`config.mk`:
```
export PLATFORM = sky130hd
export DESIGN_NAME = tcq_rot
export DESIGN_NICKNAME = d
export VERILOG_FILES = /design/src/hw/rtl/tilt_compass_quaternion_assert.svh /design/src/hw/rtl/tcq_pkg.sv /design/src/hw/rtl/tcq_rot.sv
export SDC_FILE = /design/constraint.sdc
export NUM_CORES = 2
export LEC_CHECK = 0
export CORE_UTILIZATION = 55
export CTS_CLUSTER_DIAMETER = 120
export DETAILED_ROUTE_END_ITERATION = 6
export DONT_BUFFER_PORTS = 1
export GPL_TIMING_DRIVEN = 0
export PLACE_DENSITY = 0.77
export SLEW_MARGIN = 20
export SYNTH_ARGS = -nofsm -noshare
export SYNTH_HDL_FRONTEND = slang
export SYNTH_SLANG_ARGS = --single-unit
```
`constraint.sdc`:
```
create_clock -name i_clk -period 5.3 [get_ports i_clk]
set_input_delay 0.53 -clock i_clk [delete_from_list [all_inputs] [get_ports i_clk]]
set_output_delay 0.53 -clock i_clk [all_outputs]
set_load 0.02 [all_outputs]
```
`src/hw/rtl/tilt_compass_quaternion_assert.svh`:
```
// Assertion macros for the tilt compass quaternion block.
// Each macro checks one implication at the rising clock edge, with reset masking.
`ifndef TILT_COMPASS_QUATERNION_ASSERT_SVH
`define TILT_COMPASS_QUATERNION_ASSERT_SVH

`ifndef SYNTH

// Same-cycle implication.
`define TCQ_ASSERT_IMPL(lbl, clk, rstn, ante, cons) \
    lbl: assert property (@(posedge clk) disable iff (!(rstn)) (ante) |-> (cons)) \
        else $error("tcq assertion failed");

// Next-cycle implication.
`define TCQ_ASSERT_NEXT(lbl, clk, rstn, ante, cons) \
    lbl: assert property (@(posedge clk) disable iff (!(rstn)) (ante) |=> (cons)) \
        else $error("tcq assertion failed");

`else

`define TCQ_ASSERT_IMPL(lbl, clk, rstn, ante, cons)
`define TCQ_ASSERT_NEXT(lbl, clk, rstn, ante, cons)

`endif

`endif

```
`src/hw/rtl/tcq_pkg.sv`:
```
`timescale 1ns / 1ps

package tcq_pkg;

    // Default number of CORDIC micro-rotations.
    localparam int CORDIC_STAGES_DEF = 16;
    localparam int TABLE_LEN         = 24;

    // Binary angles: 2^32 is one full turn.
    localparam int ANG_W = 32;
    localparam logic [ANG_W-1:0] HALF_TURN = 32'h8000_0000;

    // Rotation datapath width (Q30 sine and cosine with headroom).
    localparam int ROT_W = 34;
    localparam logic signed [ROT_W-1:0] ONE_Q30      = 34'sd1073741824;
    localparam logic signed [ROT_W-1:0] INV_GAIN_Q30 = 34'sd652032874;

    // CORDIC gain in Q16, applied to the pitch numerator.
    localparam logic signed [18:0] GAIN_Q16 = 19'sd107922;

    // Configuration register indexes and reset value.
    localparam int CFG_IDX_W = 2;
    localparam logic [CFG_IDX_W-1:0] CFG_MAG_SCALE_X = 2'd0;
    localparam logic [CFG_IDX_W-1:0] CFG_MAG_SCALE_Y = 2'd1;
    localparam logic [CFG_IDX_W-1:0] CFG_MAG_SCALE_Z = 2'd2;
    localparam logic [15:0] SCALE_RESET = 16'd16384;

    typedef logic signed [ROT_W-1:0] t_trig;

    // Arctangent of 2^-i as a binary angle.
    function automatic logic [ANG_W-1:0] atan_ang(input int idx);
        logic [ANG_W-1:0] res;
        case (idx)
            0:       res = 32'd536870912;
            1:       res = 32'd316933406;
            2:       res = 32'd167458907;
            3:       res = 32'd85004756;
            4:       res = 32'd42667331;
            5:       res = 32'd21354465;
            6:       res = 32'd10679838;
            7:       res = 32'd5340245;
            8:       res = 32'd2670163;
            9:       res = 32'd1335087;
            10:      res = 32'd667544;
            11:      res = 32'd333772;
            12:      res = 32'd166886;
            13:      res = 32'd83443;
            14:      res = 32'd41722;
            15:      res = 32'd20861;
            16:      res = 32'd10430;
            17:      res = 32'd5215;
            18:      res = 32'd2608;
            19:      res = 32'd1304;
            20:      res = 32'd652;
            21:      res = 32'd326;
            22:      res = 32'd163;
            23:      res = 32'd81;
            default: res = '0;
        endcase
        return res;
    endfunction

endpackage

```
`src/hw/rtl/tcq_rot.sv`:
```
`timescale 1ns / 1ps

// Pipelined rotation CORDIC: cosine and sine of a binary angle in Q30.
module tcq_rot import tcq_pkg::*; #(
    parameter int STAGES = CORDIC_STAGES_DEF,
    parameter int SB_W   = 1
) (
    input  logic             i_clk,
    input  logic             i_rst_n,
    input  logic             i_en,
    input  logic             i_valid,
    input  logic [ANG_W-1:0] i_ang,
    input  logic [SB_W-1:0]  i_sb,
    output logic             o_valid,
    output t_trig            o_cos,
    output t_trig            o_sin,
    output logic [SB_W-1:0]  o_sb
);

    logic              r_v   [0:STAGES+1];
    logic              r_neg [0:STAGES];
    t_trig             r_x   [0:STAGES];
    t_trig             r_y   [0:STAGES];
    t_trig             r_z   [0:STAGES];
    logic [SB_W-1:0]   r_sb  [0:STAGES+1];
    t_trig             r_cos;
    t_trig             r_sin;

    t_trig n_z_dir;
    t_trig n_z_fold;

    // Angles beyond a quarter turn are turned by half a turn and negated at the end.
    assign n_z_dir  = ROT_W'($signed(i_ang));
    assign n_z_fold = ROT_W'($signed({~i_ang[ANG_W-1], i_ang[ANG_W-2:0]}));

    always_ff @(posedge i_clk) begin
        if (!i_rst_n) begin
            r_v[0] <= 1'b0;
        end else if (i_en) begin
            r_v[0] <= i_valid;
        end
    end

    always_ff @(posedge i_clk) begin
        if (i_en) begin
            r_x[0]  <= INV_GAIN_Q30;
            r_y[0]  <= '0;
            r_sb[0] <= i_sb;
            if ((n_z_dir > ONE_Q30) || (n_z_dir < -ONE_Q30)) begin
                r_z[0]   <= n_z_fold;
                r_neg[0] <= 1'b1;
            end else begin
                r_z[0]   <= n_z_dir;
                r_neg[0] <= 1'b0;
            end
        end
    end

    // One micro-rotation per stage, driving z toward zero.
    for (genvar i = 0; i < STAGES; i++) begin : g_stage
        t_trig n_x;
        t_trig n_y;
        t_trig n_z;

        always_comb begin
            if (r_z[i] >= 0) begin
                n_x = r_x[i] - (r_y[i] >>> i);
                n_y = r_y[i] + (r_x[i] >>> i);
                n_z = r_z[i] - $signed({2'b00, atan_ang(i)});
            end else begin
                n_x = r_x[i] + (r_y[i] >>> i);
                n_y = r_y[i] - (r_x[i] >>> i);
                n_z = r_z[i] + $signed({2'b00, atan_ang(i)});
            end
        end

        always_ff @(posedge i_clk) begin
            if (!i_rst_n) begin
                r_v[i+1] <= 1'b0;
            end else if (i_en) begin
                r_v[i+1] <= r_v[i];
            end
        end

        always_ff @(posedge i_clk) begin
            if (i_en) begin
                r_x[i+1]   <= n_x;
                r_y[i+1]   <= n_y;
                r_z[i+1]   <= n_z;
                r_neg[i+1] <= r_neg[i];
                r_sb[i+1]  <= r_sb[i];
            end
        end
    end

    // Output stage applies the half-turn negation.
    always_ff @(posedge i_clk) begin
        if (!i_rst_n) begin
            r_v[STAGES+1] <= 1'b0;
        end else if (i_en) begin
            r_v[STAGES+1] <= r_v[STAGES];
        end
    end

    always_ff @(posedge i_clk) begin
        if (i_en) begin
            r_cos          <= r_neg[STAGES] ? -r_x[STAGES] : r_x[STAGES];
            r_sin          <= r_neg[STAGES] ? -r_y[STAGES] : r_y[STAGES];
            r_sb[STAGES+1] <= r_sb[STAGES];
        end
    end

    assign o_valid = r_v[STAGES+1];
    assign o_cos   = r_cos;
    assign o_sin   = r_sin;
    assign o_sb    = r_sb[STAGES+1];

endmodule

```
# Word-level counts from Yosys, hierarchy flattened
# Memories as Yosys holds them, arrays and structs flattened.
# Index checks and enable logic that the tools add are counted.
# word_totals
elab_cells,226
ff_bits,68
ramBits,1787
in_bits,37
n_memories,6
out_inout_bits,70
# classes
bitwise,21
addsub,97
order_cmp,18
mux,81
reduce_logical,1
# mem_list
memory,words,width,rd,rd_clocked_by_memory_dff,write_ports,line_no,text
r_x,17,34,17,0,17,tcq_rot.sv:22,t_trig r_x [0:STAGES];
r_y,17,34,17,0,17,tcq_rot.sv:23,t_trig r_y [0:STAGES];
r_z,17,34,16,0,17,tcq_rot.sv:24,t_trig r_z [0:STAGES];
r_sb,18,1,18,0,18,tcq_rot.sv:25,logic [SB_W-1:0] r_sb [0:STAGES+1];
r_v,18,1,18,0,18,tcq_rot.sv:20,logic r_v [0:STAGES+1];
r_neg,17,1,17,0,17,tcq_rot.sv:21,logic r_neg [0:STAGES];
# ops
operator,n
$mux 34,51
$ge 34x1->1 const B,16
$add 34x19->34,2
$add 34x20->34,2
$add 34x21->34,2
$add 34x22->34,2
$add 34x23->34,2
$add 34x24->34,2
$add 34x25->34,2
$add 34x26->34,2
$add 34x27->34,2
$add 34x28->34,2
$add 34x29->34,2
$add 34x30->34,2
$add 34x31->34,2
$add 34x32->34,2
$add 34x33->34,2
$neg 34->34,2
$sub 34x19->34,2
$sub 34x20->34,2
$sub 34x21->34,2
$sub 34x22->34,2
$sub 34x23->34,2
$sub 34x24->34,2
49 further kinds,107

# Longest topological paths before layout
# logic_depth
ltp_word,6
ltp_mapped,25
mapped_depth_nobuf,23

# Worst setup path after synthesis
# No wires, ideal clock.
# synth_timing
path_kind,flip-flop to flip-flop
from,memory r_z[0][135] (netlist name)
to,memory r_y[0][169] (netlist name) (data pin)
n_path_buf,2
setup_slack_ps,-509
stages_incl_launch_ff,25
required_ps,5032
synth_period_minus_slack_ps,5809
setup_ps,268
arrival_time_ps,5542
cell_sequence,edfxtp_1 inv_1 ha_1 nor4b_1 nand4_1 nor4_1 and4_1 nor2_1 inv_1 clkbuf_1 clkbuf_1 nor2_1 xor2_1 ha_1 o21ai_0 o21ai_0 and4_1 a2111oi_0 nor4_1 o311ai_0 o21ai_0 nor3_1 o21bai_1 a21oi_1 xnor3_1
# synth_lines
element,line_no
from (decl),tcq_rot.sv:24
to (decl),tcq_rot.sv:23

==> out/qor.csv <==
metric,value,unit
status,finished with violations,
violations,"DRC, setup timing",
cts_tree,done,
viasPerCell,6.15,
endpoint_kind,flop,
hpwl,255,mm
relSlewSlack,37.8,%
criticalPathCategory,flop to flop,
postLayoutSetupSlackWorst,-182,ps
rsz0062_at_grt,yes,
htreeDepth,4,
r2r.worst_path.cells,18,
r2r_end,r_x[0][271],
multi_input_area,83400,um2
hold_viol,0,
synth.distinct_cells,92,
critical_path_depth,18,
drive_gt1_share,10.1,%
grt_pass1_wl,528,mm
utilization,63.2,%
yosys.area.top_type,edfxtp_1,
syn_inst,13500,
dieArea,240000,um2
fmax,182,MHz
cts_buffer_depth,3,
clk_pin_slew,60,ps
fin_crit,5480,ps
critPathLaunch,r_y[0][211],
clock-sinks,1625,
hp-class,primary input to flop,
grt_pass1_vias,99500,
overflow,0,
yosysWarnings,0,
synth_edf_count,1624,
drtIter0Drc,9217,
hold_ws,157,ps
slowest_delay,450,ps
cts_root_buf,clkbuf_16,
clock_skew,78.9,ps
start_util,55.5,%
arrival,6080,ps
min_period_over_period,103,%
synth_seq_area_share,37.2,%
gp_congestion,0.953,
nFillCells,18500,
drt.antenna.violating_nets,0,
cp_top_family,simple AND/OR/NAND/NOR gates,
syn_to_final_growth,13.9,%
post_dp_cell_area,135000,um2
via_count,107000,
finalSetupViolations,12,
routed_wl,346,mm
fp-row-count,178,
critPathLaunchType,flop,
slew_violations,0,
r2r-start,r_y[0][211],
timing.critical_path.mode_cell,or3_4,
ff2ff_setup_slack,-180,ps
nets,15500,
crit_buf_inv,0,
path_cells,"or3_4, or3b_4, or2_4, or4_4, or3_4, o31ai_4, xor2_2, ha_1, and3_4, and4_4, a221o_1, a41oi_2, a211oi_2, o31a_1, o41ai_4, o2111ai_1, a21oi_1, xnor2_1",
synthArstFlopShare,0,%
required,5900,ps
synth_nets,15000,
ys_ff_latch,1625,
drtPass1Iterations,7,
track_usage,27.1,%
cap_violations,0,
io_buffers,0,
ff_latch_area,48800,um2
cp-endpoint,r_x[0][271],
grt_max_degree,289,
synth_area_leaders,"edfxtp_1, ha_1, xnor2_1, a21oi_1, xor2_1",
holdCritStartpoint,i_en,
synth_top_area_share,37.2,%
core_area,236000,um2
io_pins,107,
cts_inserted_buffers,178,
cp_max_fo,3,
drc,9,
max_slew.worst_pin.slew,933,ps
clk_latency,900,ps
die_h,490,um
die_w,490,um
antenna_found_initial,3,
wl_per_cell,20.0,um
crit_slowest_cell,edfxtp_1,
fin_area,149000,um2
avgSynthCellArea,9.73,um2
synth_ff_type,edfxtp_1,
syn_area,131000,um2
layout by cell type, fill, tap and decap left out, drive strengths merged, types with 44 or more instances in the layout:
cell / count
a211oi: 76
o21a: 230
inv: 588
o211ai: 55
nand2b: 224
o31a: 44
or4: 78
nor4: 167
nand3: 245
xor2: 625
fa: 47
or3: 129
nand2: 805
a21o: 581
buf: 400
nor3: 331
o21bai: 147
edfxtp: 1624
nor2b: 178
a21boi: 57
clkbuf: 341
nand4: 106
a31oi: 115
or2: 72
o21ai: 761
o41ai: 85
nor2: 1019
clkinv: 73
and2: 68
mux2i: 44
xnor2: 1261
o31ai: 196
and3: 146
ha: 1410
a21oi: 1249
Yosys cell counts (106+ instances only):
cell type and count:
nand3_1 245, nor3_1 331, o21bai_1 147, nor2_1 1019, xor2_1 624, nor2b_1 178, nand4_1 106, a31oi_1 115
nand2_1 805, a21o_1 581, ha_1 1410, o21ai_0 760, edfxtp_1 1624, clkbuf_1 162, inv_1 581, nor4_1 166
nand2b_1 224, o31ai_1 196, and3_1 146, or3_1 126, a21oi_1 1248, xnor2_1 1261, o21a_1 230
kinds of logic after synthesis:
kind of cell / count (synthesis) / share of synthesized area (%)
AO/OA/AOI/OAI: 3935 / 19.1
AND/OR/NAND/NOR: 3724 / 14.1
XOR/XNOR: 1888 / 12.6
flip-flops: 1625 / 37.2
adder cells (fa/ha/maj): 1457 / 14.2
buffers and inverters: 777 / 2.23
multiplexers: 57 / 0.457
other: 1 / 0.00286
worst min-delay path by stage:
stage                  end  slack, ps  cells after the start
3_5_place_dp     r_neg[15]        400                      0
5_1_grt        r_y[0][304]        190                      1
2_1_floorplan    r_neg[10]        400                      0
4_1_cts           r_neg[0]         80                      3
3_3_place_gp    r_z[0][50]        400                      0
6_report       r_y[0][304]        160                      1
state kept, by name, summed over array words and instances (netlist names):
register	cells
r_neg	17
r_x	484
o_sin	34
o_cos	34
r_v	18
r_z	509
r_sb	18
r_y	511
what timing repair did:
| item | in CTS | in global routing |
|---|---|---|
| cloned | 5 | 7 |
| setup endpoints to repair | 762 | 230 |
| buffers inserted | 112 | 221 |
| pin swaps | 157 | 309 |
| hold buffers | 36 | 0 |
| endpoints found under the hold margin | 164 | 0 |
| resized for setup | 603 | 528 |
cell type report:
| cell class | count | area share [%] |
|---|---|---|
| antenna | 2 | 0.00335 |
| buffer | 177 | 0.877 |
| timing repair buffer | 389 | 2.33 |
| timing repair inverter | 2 | 0.00838 |
| clock inverter | 115 | 0.930 |
| clock buffer | 213 | 3.09 |
| sequential | 1625 | 32.7 |
| inverter | 589 | 1.52 |
| tap | 3150 | 2.64 |
| multi-input combinational | 11100 | 55.9 |
through the flow:
stage	setup WS (ps)	TNS, ps	instances
after global placement	-2700	-792490	16600
after floorplan	-188	-188	13500
after detailed placement	-2260	-457580	16600
after CTS	-234	-911	17100
final	-182	-1060	17300
after global routing	-388	-6640	17300
layer usage:
metal	vias up	track usage (%)	wire length, um	share of wire, %
li1	51500	-	-	-
met1	50500	34.3	142000	41
met2	3825	45.8	164000	47
met3	806	3.66	23000	6.7
met4	6	12.6	17500	5.1
met5	-	0	262	0.076
Power is not shown: default switching activity piles up to over one toggle a cycle in this logic, so the estimate is an artifact.
