### src/hw/rtl/tilt_compass_quaternion_assert.svh
// Assertion macros for the tilt compass quaternion block.
// Each macro checks one implication at the rising clock edge, with reset masking.
`ifndef TILT_COMPASS_QUATERNION_ASSERT_SVH
`define TILT_COMPASS_QUATERNION_ASSERT_SVH

`ifndef SYNTH

// Same-cycle implication.
`define TCQ_ASSERT_IMPL(lbl, clk, rstn, ante, cons) \
    lbl: assert property (@(posedge clk) disable iff (!(rstn)) (ante) |-> (cons)) \
        else $error("tcq assertion failed");

// Next-cycle implication.
`define TCQ_ASSERT_NEXT(lbl, clk, rstn, ante, cons) \
    lbl: assert property (@(posedge clk) disable iff (!(rstn)) (ante) |=> (cons)) \
        else $error("tcq assertion failed");

`else

`define TCQ_ASSERT_IMPL(lbl, clk, rstn, ante, cons)
`define TCQ_ASSERT_NEXT(lbl, clk, rstn, ante, cons)

`endif

`endif

### src/hw/rtl/tcq_pkg.sv
`timescale 1ns / 1ps

package tcq_pkg;

    // Default number of CORDIC micro-rotations.
    localparam int CORDIC_STAGES_DEF = 16;
    localparam int TABLE_LEN         = 24;

    // Binary angles: 2^32 is one full turn.
    localparam int ANG_W = 32;
    localparam logic [ANG_W-1:0] HALF_TURN = 32'h8000_0000;

    // Rotation datapath width (Q30 sine and cosine with headroom).
    localparam int ROT_W = 34;
    localparam logic signed [ROT_W-1:0] ONE_Q30      = 34'sd1073741824;
    localparam logic signed [ROT_W-1:0] INV_GAIN_Q30 = 34'sd652032874;

    // CORDIC gain in Q16, applied to the pitch numerator.
    localparam logic signed [18:0] GAIN_Q16 = 19'sd107922;

    // Configuration register indexes and reset value.
    localparam int CFG_IDX_W = 2;
    localparam logic [CFG_IDX_W-1:0] CFG_MAG_SCALE_X = 2'd0;
    localparam logic [CFG_IDX_W-1:0] CFG_MAG_SCALE_Y = 2'd1;
    localparam logic [CFG_IDX_W-1:0] CFG_MAG_SCALE_Z = 2'd2;
    localparam logic [15:0] SCALE_RESET = 16'd16384;

    typedef logic signed [ROT_W-1:0] t_trig;

    // Arctangent of 2^-i as a binary angle.
    function automatic logic [ANG_W-1:0] atan_ang(input int idx);
        logic [ANG_W-1:0] res;
        case (idx)
            0:       res = 32'd536870912;
            1:       res = 32'd316933406;
            2:       res = 32'd167458907;
            3:       res = 32'd85004756;
            4:       res = 32'd42667331;
            5:       res = 32'd21354465;
            6:       res = 32'd10679838;
            7:       res = 32'd5340245;
            8:       res = 32'd2670163;
            9:       res = 32'd1335087;
            10:      res = 32'd667544;
            11:      res = 32'd333772;
            12:      res = 32'd166886;
            13:      res = 32'd83443;
            14:      res = 32'd41722;
            15:      res = 32'd20861;
            16:      res = 32'd10430;
            17:      res = 32'd5215;
            18:      res = 32'd2608;
            19:      res = 32'd1304;
            20:      res = 32'd652;
            21:      res = 32'd326;
            22:      res = 32'd163;
            23:      res = 32'd81;
            default: res = '0;
        endcase
        return res;
    endfunction

endpackage

### src/hw/rtl/tcq_vec.sv
`timescale 1ns / 1ps

// Pipelined vectoring CORDIC: angle of (x, y) and gain-scaled magnitude.
module tcq_vec import tcq_pkg::*; #(
    parameter int W      = 34,
    parameter int STAGES = CORDIC_STAGES_DEF,
    parameter int SB_W   = 1
) (
    input  logic                 i_clk,
    input  logic                 i_rst_n,
    input  logic                 i_en,
    input  logic                 i_valid,
    input  logic signed [W-1:0]  i_x,
    input  logic signed [W-1:0]  i_y,
    input  logic [SB_W-1:0]      i_sb,
    output logic                 o_valid,
    output logic [ANG_W-1:0]     o_ang,
    output logic signed [W-1:0]  o_mag,
    output logic [SB_W-1:0]      o_sb
);

    logic                r_v    [0:STAGES];
    logic                r_zero [0:STAGES];
    logic signed [W-1:0] r_x    [0:STAGES];
    logic signed [W-1:0] r_y    [0:STAGES];
    logic [ANG_W-1:0]    r_z    [0:STAGES];
    logic [SB_W-1:0]     r_sb   [0:STAGES];

    // Entry stage: flag the zero vector and fold the left half plane.
    always_ff @(posedge i_clk) begin
        if (!i_rst_n) begin
            r_v[0] <= 1'b0;
        end else if (i_en) begin
            r_v[0] <= i_valid;
        end
    end

    always_ff @(posedge i_clk) begin
        if (i_en) begin
            r_zero[0] <= (i_x == '0) && (i_y == '0);
            r_sb[0]   <= i_sb;
            if (i_x < 0) begin
                r_x[0] <= -i_x;
                r_y[0] <= -i_y;
                r_z[0] <= HALF_TURN;
            end else begin
                r_x[0] <= i_x;
                r_y[0] <= i_y;
                r_z[0] <= '0;
            end
        end
    end

    // One micro-rotation per stage, driving y toward zero.
    for (genvar i = 0; i < STAGES; i++) begin : g_stage
        logic signed [W-1:0] n_x;
        logic signed [W-1:0] n_y;
        logic [ANG_W-1:0]    n_z;

        always_comb begin
            if (r_y[i] >= 0) begin
                n_x = r_x[i] + (r_y[i] >>> i);
                n_y = r_y[i] - (r_x[i] >>> i);
                n_z = r_z[i] + atan_ang(i);
            end else begin
                n_x = r_x[i] - (r_y[i] >>> i);
                n_y = r_y[i] + (r_x[i] >>> i);
                n_z = r_z[i] - atan_ang(i);
            end
        end

        always_ff @(posedge i_clk) begin
            if (!i_rst_n) begin
                r_v[i+1] <= 1'b0;
            end else if (i_en) begin
                r_v[i+1] <= r_v[i];
            end
        end

        always_ff @(posedge i_clk) begin
            if (i_en) begin
                r_x[i+1]    <= n_x;
                r_y[i+1]    <= n_y;
                r_z[i+1]    <= n_z;
                r_zero[i+1] <= r_zero[i];
                r_sb[i+1]   <= r_sb[i];
            end
        end
    end

    // A zero vector reports angle zero and magnitude zero.
    assign o_valid = r_v[STAGES];
    assign o_ang   = r_zero[STAGES] ? '0 : r_z[STAGES];
    assign o_mag   = r_zero[STAGES] ? '0 : r_x[STAGES];
    assign o_sb    = r_sb[STAGES];

endmodule

### config.mk
export PLATFORM = sky130hd
export DESIGN_NAME = tcq_vec
export DESIGN_NICKNAME = d
export VERILOG_FILES = /design/src/hw/rtl/tilt_compass_quaternion_assert.svh /design/src/hw/rtl/tcq_pkg.sv /design/src/hw/rtl/tcq_vec.sv
export SDC_FILE = /design/constraint.sdc
export NUM_CORES = 2
export LEC_CHECK = 0
export BUFFER_PORTS_ARGS = -buffer_cell sky130_fd_sc_hd__buf_4
export CAP_MARGIN = 10
export CORE_AREA = 2 2 546 548
export CTS_CLUSTER_SIZE = 25
export DETAILED_ROUTE_END_ITERATION = 16
export DIE_AREA = 0 0 548 550
export SLEW_MARGIN = 20
export SYNTH_ARGS = -nofsm -noshare
export SYNTH_HDL_FRONTEND = slang
export SYNTH_SLANG_ARGS = --single-unit
### constraint.sdc
create_clock -name i_clk -period 5.8 [get_ports i_clk]
set_input_delay 0.29 -clock i_clk [delete_from_list [all_inputs] [get_ports i_clk]]
set_output_delay 0.29 -clock i_clk [all_outputs]
set_load 0.01 [all_outputs]
# Yosys cells after proc, flatten, opt, wreduce, memory -nomap -nowiden
# Memory sizes are Yosys's and may differ from the RTL's.
# Index checks and enable logic that the tools add are counted.
[word_totals]
mem_bits_rw = 1751
ff_bits = 0
mem_count = 6
[mem_list]
columns = ["memory", "depth", "word_bits", "rd", "rd_clocked_by_memory_dff", "write_ports", "line_no", "rtl"]
rows = [
  ["r_x", 17, 34, 17, 0, 17, "tcq_vec.sv:24", "logic signed [W-1:0] r_x [0:STAGES];"],
  ["r_y", 17, 34, 16, 0, 17, "tcq_vec.sv:25", "logic signed [W-1:0] r_y [0:STAGES];"],
  ["r_z", 17, 32, 17, 0, 17, "tcq_vec.sv:26", "logic [ANG_W-1:0] r_z [0:STAGES];"],
  ["r_sb", 17, 1, 17, 0, 17, "tcq_vec.sv:27", "logic [SB_W-1:0] r_sb [0:STAGES];"],
  ["r_v", 17, 1, 17, 0, 17, "tcq_vec.sv:22", "logic r_v [0:STAGES];"],
  ["r_zero", 17, 1, 17, 0, 17, "tcq_vec.sv:23", "logic r_zero [0:STAGES];"],
]
[classes]
n_bitwise = 20
n_reduce_logical = 3
n_mux = 81
n_lt_le_gt_ge = 17
addsub = 97
[op_table]
columns = ["operator", "count"]
rows = [
  ["34-bit two-way mux", 35],
  ["32-bit two-way mux", 18],
  ["34-bit by 1-bit greater-or-equal comparator with 1-bit output, second input constant", 16],
  ["34-bit by 19-bit adder with 34-bit output", 2],
  ["34-bit by 20-bit adder with 34-bit output", 2],
  ["34-bit by 21-bit adder with 34-bit output", 2],
  ["34-bit by 22-bit adder with 34-bit output", 2],
  ["34-bit by 23-bit adder with 34-bit output", 2],
  ["34-bit by 24-bit adder with 34-bit output", 2],
  ["34-bit by 25-bit adder with 34-bit output", 2],
  ["34-bit by 26-bit adder with 34-bit output", 2],
  ["34-bit by 27-bit adder with 34-bit output", 2],
  ["34-bit by 28-bit adder with 34-bit output", 2],
  ["34-bit by 29-bit adder with 34-bit output", 2],
  ["34-bit by 30-bit adder with 34-bit output", 2],
  ["34-bit by 31-bit adder with 34-bit output", 2],
  ["34-bit by 32-bit adder with 34-bit output", 2],
  ["34-bit by 33-bit adder with 34-bit output", 2],
  ["34-bit zero test", 2],
  ["34-bit negator", 2],
  ["34-bit by 19-bit subtractor with 34-bit output", 2],
  ["34-bit by 20-bit subtractor with 34-bit output", 2],
  ["34-bit by 21-bit subtractor with 34-bit output", 2],
  ["34-bit by 22-bit subtractor with 34-bit output", 2],
  ["49 further kinds", 107],
]

# Depth between registers and ports, before layout
[depth]
depth_word = 5
depth_mapped = 22

# Least setup slack after synthesis
# OpenSTA, ideal clock, no wires.
[synth_timing]
path_type = "reg-to-reg"
from = "memory r_y[8][14] (netlist: r_y[0][286])"
to = "memory r_x[9][32] (netlist: r_x[0][338]), data pin"
stages_incl_launch_ff = 19
setup_time_ps = 266
slack_ps = 659
arrival_ps = 4875
required_time_ps = 5534
path_cell_list = "edfxtp_1 -> or4_1 -> or4_1 -> or2_2 -> or4_1 -> or2_2 -> o31ai_1 -> xnor2_1 -> ha_1 -> and4_1 -> and2_1 -> a221o_1 -> o21a_1 -> o2111ai_1 -> a211oi_1 -> a21o_1 -> nor4_1 -> nor3_1 -> xor2_1"
[synth_lines]
columns = ["element", "line_no"]
rows = [
  ["start, declared", "tcq_vec.sv:25"],
  ["end, declared", "tcq_vec.sv:24"],
]

==> results.txt <==
For the DRC violation total after the first TritonRoute iteration, the log shows 6674. The slowest stage of the critical path is the or4_4 cell. STA classifies the critical path endpoint as a flop. The logs give 0 ps for the sum of negative setup slack and 181 MHz for the achievable frequency. After detailed routing, the number of remaining DRC violations is 0. The average wire per standard cell was 18.8 um. Setup repair after global routing left no endpoint under its margin.

After synthesis, the largest area contributor takes up 36.2% of total cell area. Counting flops with a built-in enable in the synthesized netlist gives 1596. For this run, the register share of the synthesized area comes to 36.2%. Of the available clock period, the critical path in the final layout requires 95.0%. The post-synthesis async set-or-reset flop share is 0%, and the clock period minus final worst setup slack is 5510 ps.

Dividing the synthesized area by the synthesized cell count gives 9.68 um2. TritonCTS built the clock tree. For the final worst clock skew, the log shows 68.7 ps.

The worst hold path stage count is 2, and the wire length on met1 is 152000 um. The biggest area contributor in the post-synthesis netlist is edfxtp_1. The worst setup path is launched from a flop.

The mapped netlist covers 133000 um2. Traced cell by cell, the critical path runs through or4_4, or4_1, or2_2, or4_1, or2_2, o31ai_1, xnor2_1, ha_1, and4_1, and4_1, a311oi_2, nor3_1, o41ai_1, nand2b_1, a21oi_1, o21ai_0, xor2_1. For the distinct cell type count of the synthesized netlist, the log shows 86. After technology mapping, the gate count stands at 13.7k. The detailed router used layers up to and including met4. The tools report the CTS buffer count as 196. The most critical setup path has its startpoint at r_y[0][287]. The worst pin sits at a relative slew slack of 13.8%. The critical path is of the flop to flop type. The tools report the H-tree depth as 4.

The initial standard-cell utilization of the core was 44.8%; the pin slew with the least headroom to its limit was 1280 ps. The run gives 8 as the initial antenna violation count. The worst path meets setup with 289 ps of slack.

Setup violations remaining at the end of the flow were counted as 0. Number of max-slew violations in the final report: 0. The run gives 96.4k as the via count of the first global-routing pass.

The tools report the reg-to-reg startpoint as r_y[0][287]. The routed design uses 12800 um of met3 wire. Of the cells placed in the final design, the portion with a size suffix greater than 1 is 4.86%. Summed over all nets, the half-perimeter wirelength after detailed placement is 272000 um. The die span in y is 550 um. The cell with the most instances after synthesis was edfxtp_1. For this run, the post-layout net count is 15.8k.

For the worst-skew pair, the clock arrives at the later sink with an insertion delay of 900 ps. The tools report the required time of the critical path as 6420 ps. By area the synthesized netlist is led by edfxtp_1 36%, ha_1 14%, xnor2_1 8.7%. The number of I/O port buffers works out to 139. The aggregate global routing overflow is 0. The root buffer cell chosen for the clock tree is clkbuf_16.

The initialized floorplan defines 200 standard-cell rows. The count of endpoints failing hold in the final timing report came out at 0. The run finished with clean final reports.

The congestion estimate from routability-driven global placement came to 0.936. Global routing used 22.2% of the available tracks across all layers. The detail route stage leaves a number of antenna-violating nets equal to 0. By count the netlist is led by 1596 x edfxtp_1, 1481 x ha_1, 1318 x xnor2_1, 1215 x a21oi_1, 966 x nor2_1. Measured along the x axis, the die boundary spans 548 um. The area growth from synthesis to layout was 10.9%; the length of routed met2 wiring was 159000 um.

The post-synthesis sequential element count is 1597. For the worst setup path, the data arrival time is 6130 ps. The number of warnings reported in the yosys synthesis log was 0; the tightest hold margin was 143 ps.

In this run the most critical hold path is launched from i_y[0]. The run gives 4 as the maximum clock path buffer count. The CTS sink count came out at 1597.

After clock tree synthesis, the clock-pin slew on the worst setup and hold paths is 60 ps. The maximum number of pins on one net before global-route repair was 177. Across the run, the number of max-cap violations was 0. The detailed router placed 102k vias in this run. The core region is 296000 um2. In this design, the stage delay of the slowest critical-path cell is 570 ps.

During I/O placement, the number of pins put on the boundary was 141. For the wire length of the first global-routing pass, the log shows 541000 um. The path class of the tightest hold or removal check is input pin to flop.

For the worst flop-to-flop path, the logic depth is 17. The run gives 6 as the number of optimization iterations in the first detailed-route pass. Setup slack after placement: 177 ps. The most used flip-flop cell after synthesis is edfxtp_1. Using the TritonRoute via totals, the vias-per-cell ratio works out to 5.58. The tools report the number of inserted filler cells in the final layout as 27.4k. The die covers 301000 um2.

In this run the worst path has a maximum fanout of 6. Wires add up to 343000 um.
layout by cell type (no fill, tap or decap), drive strengths merged, types with 95 or more instances in the layout:
cell         Yosys  routed
or4            120     120
nor2           966     966
a21o           658     658
conb             1     106
nand2          776     776
and3           119     119
nand3          216     216
edfxtp        1596    1596
or3            182     182
ha            1481    1481
nor3           240     240
o21bai         178     178
dlygate4sd3      0     115
a21oi         1215    1215
inv            623     631
a31oi          106     106
clkbuf         191     224
nor4           102     102
nor2b          268     268
o41ai          122     122
xor2           664     664
buf             28     266
o21a           236     236
nand2b         242     242
a211oi          95      95
o31ai          272     272
o21ai          834     834
xnor2         1318    1318
worst max-delay path: cells and delay by family, from the launching register on:
| family | cells | cell delay [ps] |
|---|---|---|
| AO/OA/AOI/OAI | 5 | 1320 |
| XOR/XNOR | 2 | 330 |
| adder cells (fa/ha/maj) | 1 | 320 |
| flip-flops | 1 | 450 |
| AND/OR/NAND/NOR | 9 | 2790 |
cells by family after synthesis:
logic type               share of synthesized area [%]
adder cells (fa/ha/maj)                           14.6
other                                          0.00283
AND/OR/NAND/NOR                                   13.2
AO/OA/AOI/OAI                                     20.2
buffers and inverters                             2.41
flip-flops                                        36.2
XOR/XNOR                                          13.1
multiplexers                                     0.236
path summary, 6_finish.rpt:
path | to | slack, ps
worst max register to register | r_x[0][339] | 290
worst min register to register | r_zero[15] | 410
worst min-delay path | r_y[0][0] | 140
worst max-delay path | r_x[0][339] | 290
routing by layer:
layer	global-route usage, %	vias up
met2	37.2	2043
met4	11.2	0
met5	0	-
li1	-	51800
met3	2.35	565
met1	28.5	47500
state kept, by name, summed over array words and instances, names as in the netlist:
signal	cells
r_sb	17
r_v	17
r_x	577
r_y	529
r_z	440
r_zero	17
cell type report:
class                           count  area, um2  share of cell area (%)
Antenna cell                        5       12.5                 0.00852
Clock buffer                      224       5050                    3.44
Clock inverter                    132       1460                   0.997
Inverter                          630       2360                    1.61
Multi-Input combinational cell  11300      81800                    55.7
Sequential cell                  1597      47900                    32.6
Tap cell                         3939       4930                    3.36
Timing Repair Buffer              381       3290                    2.24
metrics by stage:
stage / utilization, % / instance area [um2] / cells
floorplan: - / 133000 / 13800
global placement: 47.1 / 139000 / 17800
detailed placement: 47.1 / 139000 / 17800
CTS: 49.7 / 147000 / 18200
global route: 49.7 / 147000 / 18300
finish: 49.7 / 147000 / 18300
timing repair:
action | in CTS | in global routing
setup endpoints to repair | 0 | 12
resized for setup | 0 | 9
hold buffers | 115 | 0
endpoints found under the hold margin | 145 | 0
buffers inserted | 0 | 8
Power is not shown: default switching activity piles up to over one toggle a cycle in this logic, so the estimate is an artifact.
